==> config.mk <==
export PLATFORM = sky130hd
export DESIGN_NAME = scrolling_text_console_buffer
export DESIGN_NICKNAME = d
export VERILOG_FILES = /design/src/hw/rtl/stcb_pkg.sv /design/src/hw/rtl/stcb_ram.sv /design/src/hw/rtl/stcb_agen.sv /design/src/hw/rtl/scrolling_text_console_buffer.sv
export SDC_FILE = /design/constraint.sdc
export NUM_CORES = 2
export LEC_CHECK = 0
export BUFFER_PORTS_ARGS = -buffer_cell sky130_fd_sc_hd__clkbuf_2
export CAP_MARGIN = 20
export CELL_PAD_IN_SITES_DETAIL_PLACEMENT = 2
export CELL_PAD_IN_SITES_GLOBAL_PLACEMENT = 2
export CORE_UTILIZATION = 29
export CTS_CLUSTER_DIAMETER = 100
export DETAILED_ROUTE_END_ITERATION = 6
export GPL_TIMING_DRIVEN = 0
export HOLD_SLACK_MARGIN = 0.06
export PLACE_DENSITY_LB_ADDON = 0.1
export RECOVER_POWER = 50
export SLEW_MARGIN = 15
export SYNTH_ARGS = -nofsm -noshare
export SYNTH_HDL_FRONTEND = slang
export SYNTH_SLANG_ARGS = --single-unit
==> constraint.sdc <==
create_clock -name clock -period 7.66 [get_ports clock]
set_input_delay 1.149 -clock clock [delete_from_list [all_inputs] [get_ports clock]]
set_output_delay 1.149 -clock clock [all_outputs]
set_load 0.02 [all_outputs]
==> src/hw/rtl/stcb_pkg.sv <==
`default_nettype none

package stcb_pkg;

   localparam int COLS   = 21;
   localparam int ROWS   = 8;
   localparam int CELLS  = ROWS * COLS;
   localparam int ROW_W  = (ROWS > 1) ? $clog2(ROWS) : 1;
   localparam int COL_W  = (COLS > 1) ? $clog2(COLS) : 1;
   localparam int ADDR_W = (CELLS > 1) ? $clog2(CELLS) : 1;
   localparam int CHAR_W = 8;

   localparam logic [ROW_W-1:0]  LAST_ROW = ROW_W'(ROWS - 1);
   localparam logic [COL_W-1:0]  LAST_COL = COL_W'(COLS - 1);
   localparam logic [ROW_W:0]    ROWS_X   = (ROW_W + 1)'(ROWS);
   localparam logic [ADDR_W-1:0] COLS_A   = ADDR_W'(COLS);

   localparam logic [CHAR_W-1:0] CHAR_BLANK = 8'd32;
   localparam logic [CHAR_W-1:0] CODE_BS    = 8'd8;
   localparam logic [CHAR_W-1:0] CODE_LF    = 8'd10;
   localparam logic [CHAR_W-1:0] CODE_CR    = 8'd13;

   localparam logic FUNC_PUT  = 1'b0;
   localparam logic FUNC_READ = 1'b1;

   typedef enum logic [2:0] {
      ST_CLEAR,
      ST_IDLE,
      ST_WRITE,
      ST_SWEEP,
      ST_READ,
      ST_RESP
   } state_type;

endpackage

`default_nettype wire

==> src/hw/rtl/stcb_ram.sv <==
`default_nettype none

module stcb_ram #(
   parameter int WIDTH = 8,
   parameter int DEPTH = 2
) (
   input  wire logic                     clock,
   input  wire logic                     wr_en,
   input  wire logic [$clog2(DEPTH)-1:0] wr_addr,
   input  wire logic [WIDTH-1:0]         wr_data,
   input  wire logic                     rd_en,
   input  wire logic [$clog2(DEPTH)-1:0] rd_addr,
   output logic      [WIDTH-1:0]         rd_data
);

   logic [WIDTH-1:0] mem_ff [DEPTH];
   logic [WIDTH-1:0] rd_data_ff;

   always_ff @(posedge clock) begin
      if (wr_en) begin
         mem_ff[wr_addr] <= wr_data;
      end
      if (rd_en) begin
         rd_data_ff <= mem_ff[rd_addr];
      end
   end

   assign rd_data = rd_data_ff;

endmodule

`default_nettype wire

==> src/hw/rtl/stcb_agen.sv <==
`default_nettype none

module stcb_agen import stcb_pkg::*; (
   input  wire logic [ROW_W-1:0]  base,
   input  wire logic [ROW_W-1:0]  log_row,
   input  wire logic [COL_W-1:0]  col,
   output logic      [ADDR_W-1:0] addr
);

   logic [ROW_W:0]   row_sum;
   logic [ROW_W-1:0] phys_row;

   // The top of the screen sits at physical row base; rows wrap around.
   always_comb begin
      row_sum = {1'b0, log_row} + {1'b0, base};
      if (row_sum >= ROWS_X) begin
         phys_row = ROW_W'(row_sum - ROWS_X);
      end else begin
         phys_row = row_sum[ROW_W-1:0];
      end
      addr = ADDR_W'(phys_row) * COLS_A + ADDR_W'(col);
   end

endmodule

`default_nettype wire

==> src/hw/rtl/scrolling_text_console_buffer.sv <==
`default_nettype none

// Channel   Direction  Handshake              Words
// req_*     in         req_valid/req_ready    func, char_code, cell_row, cell_col
// rsp_*     out        rsp_valid/rsp_ready    cell_char, cursor_pos, scrolled
//
// A read word, a carriage return or a backspace at column 0 runs ST_READ and
// ST_RESP; a stored character or another backspace runs ST_WRITE first, a line
// feed ST_SWEEP first and a character that fills the bottom row ST_WRITE and
// ST_SWEEP first. A scroll clears the new bottom row through the single write
// port of the cell memory, one cell per cycle.
// After reset the block sweeps all ROWS*COLS = 168 cells to spaces, one per
// cycle, and holds req_ready low until the sweep is done.
// A finished word waits in the output register; a new request is taken
// meanwhile, and only its final hand-off stalls until rsp_ready.

module scrolling_text_console_buffer import stcb_pkg::*; (
   input  wire logic        clock,
   input  wire logic        reset,
   input  wire logic        req_valid,
   output logic             req_ready,
   input  wire logic        req_func,
   input  wire logic [7:0]  req_char_code,
   input  wire logic [2:0]  req_cell_row,
   input  wire logic [4:0]  req_cell_col,
   output logic             rsp_valid,
   input  wire logic        rsp_ready,
   output logic      [7:0]  rsp_cell_char,
   output logic      [4:0]  rsp_cursor_pos,
   output logic             rsp_scrolled
);

   state_type         state_ff, state_in;
   logic [ROW_W-1:0]  base_ff, base_in;
   logic [COL_W-1:0]  cursor_ff, cursor_in;
   logic [ROW_W-1:0]  sweep_row_ff, sweep_row_in;
   logic [COL_W-1:0]  sweep_col_ff, sweep_col_in;
   logic [2:0]        row_ff, row_in;
   logic [4:0]        col_ff, col_in;
   logic [CHAR_W-1:0] wr_data_ff, wr_data_in;
   logic              adv_ff, adv_in;
   logic              scrolled_ff, scrolled_in;
   logic              rsp_valid_ff, rsp_valid_in;
   logic [7:0]        rsp_char_ff, rsp_char_in;
   logic [4:0]        rsp_cursor_ff, rsp_cursor_in;
   logic              rsp_scrolled_ff, rsp_scrolled_in;

   logic [ROW_W-1:0]  ag_row;
   logic [COL_W-1:0]  ag_col;
   logic [ADDR_W-1:0] ag_addr;
   logic              ram_we;
   logic [CHAR_W-1:0] ram_wdata;
   logic              ram_re;
   logic [CHAR_W-1:0] ram_rdata;
   logic              cell_ok;
   logic [ROW_W-1:0]  base_next;

   stcb_agen u_agen (
      .base    (base_ff),
      .log_row (ag_row),
      .col     (ag_col),
      .addr    (ag_addr)
   );

   stcb_ram #(
      .WIDTH (CHAR_W),
      .DEPTH (CELLS)
   ) u_ram (
      .clock   (clock),
      .wr_en   (ram_we),
      .wr_addr (ag_addr),
      .wr_data (ram_wdata),
      .rd_en   (ram_re),
      .rd_addr (ag_addr),
      .rd_data (ram_rdata)
   );

   always_ff @(posedge clock) begin
      if (reset) begin
         state_ff     <= ST_CLEAR;
         base_ff      <= '0;
         cursor_ff    <= '0;
         sweep_row_ff <= '0;
         sweep_col_ff <= '0;
         rsp_valid_ff <= 1'b0;
      end else begin
         state_ff     <= state_in;
         base_ff      <= base_in;
         cursor_ff    <= cursor_in;
         sweep_row_ff <= sweep_row_in;
         sweep_col_ff <= sweep_col_in;
         rsp_valid_ff <= rsp_valid_in;
      end
   end

   always_ff @(posedge clock) begin
      row_ff          <= row_in;
      col_ff          <= col_in;
      wr_data_ff      <= wr_data_in;
      adv_ff          <= adv_in;
      scrolled_ff     <= scrolled_in;
      rsp_char_ff     <= rsp_char_in;
      rsp_cursor_ff   <= rsp_cursor_in;
      rsp_scrolled_ff <= rsp_scrolled_in;
   end

   always_comb begin
      state_in        = state_ff;
      base_in         = base_ff;
      cursor_in       = cursor_ff;
      sweep_row_in    = sweep_row_ff;
      sweep_col_in    = sweep_col_ff;
      row_in          = row_ff;
      col_in          = col_ff;
      wr_data_in      = wr_data_ff;
      adv_in          = adv_ff;
      scrolled_in     = scrolled_ff;
      rsp_char_in     = rsp_char_ff;
      rsp_cursor_in   = rsp_cursor_ff;
      rsp_scrolled_in = rsp_scrolled_ff;
      rsp_valid_in    = rsp_valid_ff && !rsp_ready;
      req_ready       = 1'b0;
      ram_we          = 1'b0;
      ram_re          = 1'b0;
      ram_wdata       = CHAR_BLANK;
      ag_row          = LAST_ROW;
      ag_col          = cursor_ff;
      base_next       = (base_ff == LAST_ROW) ? '0 : base_ff + 1'b1;
      cell_ok         = (int'(row_ff) < ROWS) && (int'(col_ff) < COLS);

      unique case (state_ff)
         ST_CLEAR: begin
            ag_row = sweep_row_ff;
            ag_col = sweep_col_ff;
            ram_we = 1'b1;
            if (sweep_col_ff == LAST_COL) begin
               sweep_col_in = '0;
               if (sweep_row_ff == LAST_ROW) begin
                  sweep_row_in = '0;
                  state_in     = ST_IDLE;
               end else begin
                  sweep_row_in = sweep_row_ff + 1'b1;
               end
            end else begin
               sweep_col_in = sweep_col_ff + 1'b1;
            end
         end
         ST_IDLE: begin
            req_ready = 1'b1;
            if (req_valid) begin
               row_in      = req_cell_row;
               col_in      = req_cell_col;
               scrolled_in = 1'b0;
               adv_in      = 1'b0;
               wr_data_in  = CHAR_BLANK;
               state_in    = ST_READ;
               if (req_func == FUNC_PUT) begin
                  priority if (req_char_code == CODE_BS) begin
                     if (cursor_ff != '0) begin
                        cursor_in = cursor_ff - 1'b1;
                        state_in  = ST_WRITE;
                     end
                  end else if (req_char_code == CODE_CR) begin
                     state_in = ST_READ;
                  end else if (req_char_code == CODE_LF) begin
                     base_in      = base_next;
                     cursor_in    = '0;
                     scrolled_in  = 1'b1;
                     sweep_col_in = '0;
                     state_in     = ST_SWEEP;
                  end else begin
                     wr_data_in = req_char_code;
                     adv_in     = 1'b1;
                     state_in   = ST_WRITE;
                  end
               end
            end
         end
         ST_WRITE: begin
            ram_we    = 1'b1;
            ram_wdata = wr_data_ff;
            state_in  = ST_READ;
            if (adv_ff) begin
               if (cursor_ff == LAST_COL) begin
                  base_in      = base_next;
                  cursor_in    = '0;
                  scrolled_in  = 1'b1;
                  sweep_col_in = '0;
                  state_in     = ST_SWEEP;
               end else begin
                  cursor_in = cursor_ff + 1'b1;
               end
            end
         end
         ST_SWEEP: begin
            ag_col = sweep_col_ff;
            ram_we = 1'b1;
            if (sweep_col_ff == LAST_COL) begin
               sweep_col_in = '0;
               state_in     = ST_READ;
            end else begin
               sweep_col_in = sweep_col_ff + 1'b1;
            end
         end
         ST_READ: begin
            ag_row   = ROW_W'(row_ff);
            ag_col   = COL_W'(col_ff);
            ram_re   = 1'b1;
            state_in = ST_RESP;
         end
         ST_RESP: begin
            if (!rsp_valid_ff || rsp_ready) begin
               rsp_valid_in    = 1'b1;
               rsp_char_in     = cell_ok ? ram_rdata : '0;
               rsp_cursor_in   = 5'(cursor_ff);
               rsp_scrolled_in = scrolled_ff;
               state_in        = ST_IDLE;
            end
         end
         default: begin
            state_in = ST_IDLE;
         end
      endcase
   end

   assign rsp_valid      = rsp_valid_ff;
   assign rsp_cell_char  = rsp_char_ff;
   assign rsp_cursor_pos = rsp_cursor_ff;
   assign rsp_scrolled   = rsp_scrolled_ff;

   a_cursor_range: assert property (@(posedge clock) disable iff (reset)
      int'(cursor_ff) < COLS)
      else $error("cursor left the bottom row");

   a_scroll_home: assert property (@(posedge clock) disable iff (reset)
      rsp_valid && rsp_scrolled |-> rsp_cursor_pos == '0)
      else $error("scrolled word without cursor at column zero");

   a_base_scroll: assert property (@(posedge clock) disable iff (reset)
      !$past(reset) && !$stable(base_ff) |-> scrolled_ff)
      else $error("row base moved without a scroll");

   a_busy_after_take: assert property (@(posedge clock) disable iff (reset)
      req_valid && req_ready |=> !req_ready)
      else $error("second request taken while one is in work");

endmodule

`default_nettype wire
== Yosys cells after proc, flatten, opt, wreduce, memory -nomap -nowiden ==
Memories as Yosys holds them, arrays and structs flattened. A register that Yosys moved wholly into a read port is not among the register bits.
Cells that the tools add are included.
Storage, ports and cells
  flip-flop bits (word level): 52
  RAM bits: 1344
  input port bits: 21
  output and inout bits: 16
  word-level logic and storage cells: 131
  memories kept: 1
Operators by class
  add/sub/neg operators: 8
  multipliers: 1
  magnitude comparators: 2
  equality and inequality tests: 26
  mux-type cells: 59
  reductions and logical operators: 20
Memory list
  u_ram.mem_ff: words 168, width 8, read ports 1, clocked after Yosys merged registers in 1, wr ports 1, RTL line stcb_ram.sv:16  | logic [WIDTH-1:0] mem_ff [DEPTH];
Operator list (count)
  $mux 5: 14
  $mux 3: 21
  $eq 8x4->1 const B: 3
  $ne 2x2->1 const B: 11
  $pmux 5 s2: 2
  $pmux 3 s6: 1
  $mux 1: 16
  $reduce_and 8->1: 2
  $pmux 5 s3: 1
  $eq 3x3->1 const B: 4
  $pmux 3 s2: 2
  $add 5x1->5 const B: 2
  $eq 5x5->1 const B: 2
  $ne 3x3->1 const B: 3
  $add 8x5->8: 1
  $mul 3x5->8 const B: 1
  $mux 8: 1
  $reduce_and 7->1: 1
  $add 3x1->3 const B: 2
  $eq 3x2->1 const B: 2
  $reduce_and 2->1: 3
  $reduce_or 3->1: 2
  $lt 5x5->1 const B: 1
  $reduce_and 5->1: 1
  other kinds (16): 17

== Depth between registers and ports, before layout ==
  word-level depth: 8
  mapped depth: 22
  depth with buffers taken out: 17

== Cells and area by module ==
From an unflattened synthesis, not the netlist that was laid out.
Unflattened totals
  cells, all modules: 2751
  area, all modules: 56035.0 um^2
By module, submodules not included
  stcb_ram: times used 1, cells each 2454, area each 52965.8 um^2, sequential area each 40598.9 um^2
  scrolling_text_console_buffer: times used 1, cells each 259, area each 2700.1 um^2, sequential area each 1361.3 um^2
  stcb_agen: times used 1, cells each 38, area each 369.1 um^2, sequential area each 0.0 um^2

== Least setup slack after synthesis ==
OpenSTA, ideal clock, no wires.
  kind: register to register
  from: reg state_ff[2]
  to: mem u_ram.mem_ff[62][0] (enable)
  library setup time: 370 ps
  arrival time: 5254 ps
  data required time: 7290 ps
  slack: 2035 ps
  cell stages (with the launch flop): 21
  buffers on the path: 4
  clock period less this slack: 5625 ps
  path through: dfxtp_1 -> clkbuf_1 -> buf_1 -> mux2i_1 -> nand2_1 -> ha_1 -> fa_1 -> xnor2_1 -> xnor2_1 -> ha_1 -> xor2_1 -> ha_1 -> or2_2 -> ha_1 -> a21o_1 -> a221oi_1 -> xnor2_1 -> or3_1 -> clkbuf_1 -> clkbuf_1 -> nor2_1
Between the ends
  cells in the longest elaborated chain, start to end: 7
  elaborated cells between the ends (all ways): 17
  those cells by class: 3 x add/sub; 1 x mul; 1 x order compare; 3 x eq/ne; 6 x mux; 3 x reduce/logical
Ends and longest elaborated chain
  start, declared: RTL line scrolling_text_console_buffer.sv:33  | state_type state_ff, state_in;
  start signal, assigned: RTL line scrolling_text_console_buffer.sv:87  | state_ff <= state_in;
  $eq 3x3->1 / $logic_not 3->1 (equally long branches): RTL line scrolling_text_console_buffer.sv:131  | unique case (state_ff)
  $pmux 3 s2: RTL line scrolling_text_console_buffer.sv:131
  $add 3x3->4: RTL line stcb_agen.sv:15  | row_sum = {1'b0, log_row} + {1'b0, base};
  $ge 4x4->1 / $sub 3x1->3 (equally long branches): RTL line stcb_agen.sv:16, stcb_agen.sv:17
  $mux 3: RTL line stcb_agen.sv:16  | if (row_sum >= ROWS_X) begin
  $mul 3x5->8: RTL line stcb_agen.sv:21  | addr = ADDR_W'(phys_row) * COLS_A + ADDR_W'(col);
  $add 8x5->8: RTL line stcb_agen.sv:21
  end, declared: RTL line stcb_ram.sv:16
Several ways; a longest one is shown, not always the timed one.

== Final worst setup path ==
  from: reg state_ff[2]
  to: mem u_ram.mem_ff[136][7] (enable)
The elaborated chain is that of the path after synthesis.

==> results.sh <==
export IMPL_outcome="complete, but fails checks"
export IMPL_failed_checks="max-capacitance violations, max-slew violations"
export IMPL_synth_commonest_cells="1384 x edfxtp_1, 368 x mux4_2, 220 x nor2_1, 93 x nand2_1, 60 x clkbuf_1"
export IMPL_critPathKind="flip-flop to flip-flop"
export IMPL_yosys_top_cells_area="edfxtp_1 75%, mux4_2 15%, nor2_1 1.5%"
export IMPL_vias=28190
export IMPL_final_cells=5533
export IMPL_holdWs_ns=0.4227
export IMPL_drive_above_1_share_pct=31.53
export IMPL_seq_area_frac_synth_pct=75.67
export IMPL_syn_area_per_cell_um2=20.92
export IMPL_synth_net_count=2697
export IMPL_slew_violations=1198
export IMPL_rsz0062_at_grt="true"
export IMPL_initial_utilization_pct=29.19
export IMPL_io_pins=37
export IMPL_hold_violations=0
export IMPL_drt_initial_drc_count=2414
export IMPL_grt_remaining_overflow=0
export IMPL_grt_pass1_vias=30960
export IMPL_die_width_um=439.3
export IMPL_crit_path_max_fanout=10
export IMPL_period_needed_ns=7.426
export IMPL_gp_congestion=0.8141
export IMPL_synth_main_ff_cell="edfxtp_1"
export IMPL_crit_path_end_kind="flip-flop"
export IMPL_powerDensity_nw_per_um2=255.9
export IMPL_finalCritPeriodShare_pct=96.95
export IMPL_drtAntennaViolNets=0
export IMPL_synth_distinct_cells=70
export IMPL_grt_max_degree=77
export IMPL_synth_edf_count=1384
export IMPL_wl_um=196300
export IMPL_total_power_mw=16.77
export IMPL_grt_usage_pct=20.53
export IMPL_cts_tree="done"
export IMPL_dieHeight_um=439.3
export IMPL_worstSetupStartpointType="flip-flop"
export IMPL_drt_vias_per_instance=5.096
export IMPL_port_buffers=36
export IMPL_async_flop_share_pct=0
export IMPL_synth_top_cell_by_area="edfxtp_1"
export IMPL_worstRegToRegCells=18
export IMPL_routedWlPerCell_um=35.47
export IMPL_postPlaceCellArea_um2=59650
export IMPL_drcViolationCount=0
export IMPL_fmax_mhz=134.7
export IMPL_pre_cts_slack_ns=-2.056
export IMPL_clock_latency_ns=0.79
export IMPL_cp_required_ns=8.06
export IMPL_maxSlewHeadroom_pct=-144.9
export IMPL_cts_sinks=1404
export IMPL_fin_nets=2943
export IMPL_yosysWarnings=0
export IMPL_final_area_um2=65520
export IMPL_fp_row_count=160
export IMPL_core_area_um2=190000
export IMPL_maxCapViolCount=20
export IMPL_clk_path_buf_depth=3
export IMPL_cts_clk_slew_worst_paths_ns=0.06
export IMPL_hold_buffers=0
export IMPL_utilization_pct=34.49
export IMPL_hold_depth=0
export IMPL_arrival_ns=7.83
export IMPL_synthCells=2651
export IMPL_tns_ns=0
export IMPL_hold_class="flip-flop to flip-flop"
export IMPL_clock_skew_ns=0.02858
export IMPL_leakagePower_nw=18.24
export IMPL_fin_ws_ns=0.2337
export IMPL_yosysTopAreaCellShare_pct=74.95
export IMPL_synth_area_um2=55450
export IMPL_grt_pass1_wl_um=267900
export IMPL_dp_cells=5241
export IMPL_peakVddDrop_uv=189.0
export IMPL_ys_ff_latch=1404
export IMPL_synth_most_common_cell="edfxtp_1"
export IMPL_tightest_slew_ns=3.674
export IMPL_fillCellCount=18360
export IMPL_finalSetupViolCount=0
export IMPL_syn2layout_area_growth_pct=18.15
export IMPL_die_area_um2=193000
export IMPL_antenna_found_initial=4
export IMPL_cts_root_buf="clkbuf_16"
export IMPL_dpl_hpwl_um=134300
export IMPL_drt_pass1_iter_count=5
export IMPL_cts_htree_levels=4
export IMPL_cts_buffers=163
==> path summary, 6_finish.rpt <==
| kind | slack, ns | from | to |
|---|---|---|---|
| worst min register to register | 0.42 | scrolled_ff | rsp_scrolled |
| worst max-delay path | 0.23 | state_ff[2] | u_ram.mem_ff[136][7] |
| worst min-delay path | 0.42 | scrolled_ff | rsp_scrolled |
| worst max register to register | 0.23 | state_ff[2] | u_ram.mem_ff[136][7] |
==> per-layer routing <==
layer  global-route usage, %  routed length [µm]  up-vias
li1                        -                   -    11590
met1                   27.06               85300    15750
met2                   34.83               98310      623
met3                   3.276                7232      233
met4                   5.873                5439        0
met5                       0                   0        -
==> cells by family after synthesis <==
group / Yosys count / share of synthesized area [%]
and+or+nand+nor: 411 / 3.227
adders and majority gates: 25 / 0.5912
buffers and inverters: 161 / 1.555
DFF: 1404 / 75.67
AOI/OAI and AO/OA: 209 / 2.703
muxes: 428 / 16.05
xor gates and xnor gates: 13 / 0.2053
==> power breakdown <==
group          leakage (nW)  total (mW)  switching, mW  internal [mW]
Combinational          4.41       0.920          0.607          0.314
Clock                  2.47        7.51           3.19           4.32
Sequential             11.4        8.34        0.00520           8.33
==> cell usage in the layout, fill, tap and decap left out, types with 22 or more instances in the layout <==
cell,n
nor2_4,127
a21oi_1,38
ha_1,23
clkbuf_2,43
nor2_2,40
buf_4,42
mux2i_1,50
mux4_2,368
clkbuf_1,96
a22oi_1,55
clkinv_1,33
nor2_1,53
buf_6,27
edfxtp_1,1384
nand2_1,83
buf_2,31
clkinv_2,22
clkbuf_16,166
==> sequential cells by signal, indices dropped and copies added (netlist names) <==
signal and flops:
sweep_row_ff 3, scrolled_ff 1, cursor_ff 5, row_ff 3
rsp_cell_char 8, sweep_col_ff 5, rsp_cursor_pos 5, u_ram.rd_data 8
adv_ff 1, wr_data_ff 8, rsp_valid 1, col_ff 5
state_ff 3, base_ff 3, rsp_scrolled 1, u_ram.mem_ff 1344
==> layout make-up <==
class / count / area (µm²) / share of cell area (%)
timing repair buffer: 83 / 603.1 / 0.9205
clock inverter: 81 / 733.2 / 1.119
buffer: 143 / 879.6 / 1.343
multi-input combinational: 1086 / 13810 / 21.08
sequential: 1404 / 41960 / 64.04
inverter: 16 / 60.06 / 0.09167
clock buffer: 206 / 4324 / 6.600
antenna: 3 / 7.507 / 0.01146
tap: 2511 / 3142 / 4.795
==> repair_timing <==
item	in CTS	in global routing
endpoints found under the hold margin	0	0
pin swaps	1	2
setup endpoints to repair	1352	883
setup buffers	2	0
resized for setup	287	66
==> worst max-delay path: stages (launching register included) <==
cell	delay (ns)
dfxtp_1	0.36
clkbuf_2	0.40
buf_2	0.34
mux2i_1	0.22
nand2_1	0.10
ha_1	0.22
fa_1	0.41
xnor2_1	0.15
xnor2_1	0.31
ha_1	0.33
ha_1	0.32
fa_1	0.51
xnor2_2	0.33
nor2_2	0.49
clkbuf_2	0.49
clkdlybuf4s15_2	0.61
nand2_2	0.39
buf_16	0.30
nor2_1	0.72
Power figures use the tool's default switching activity.
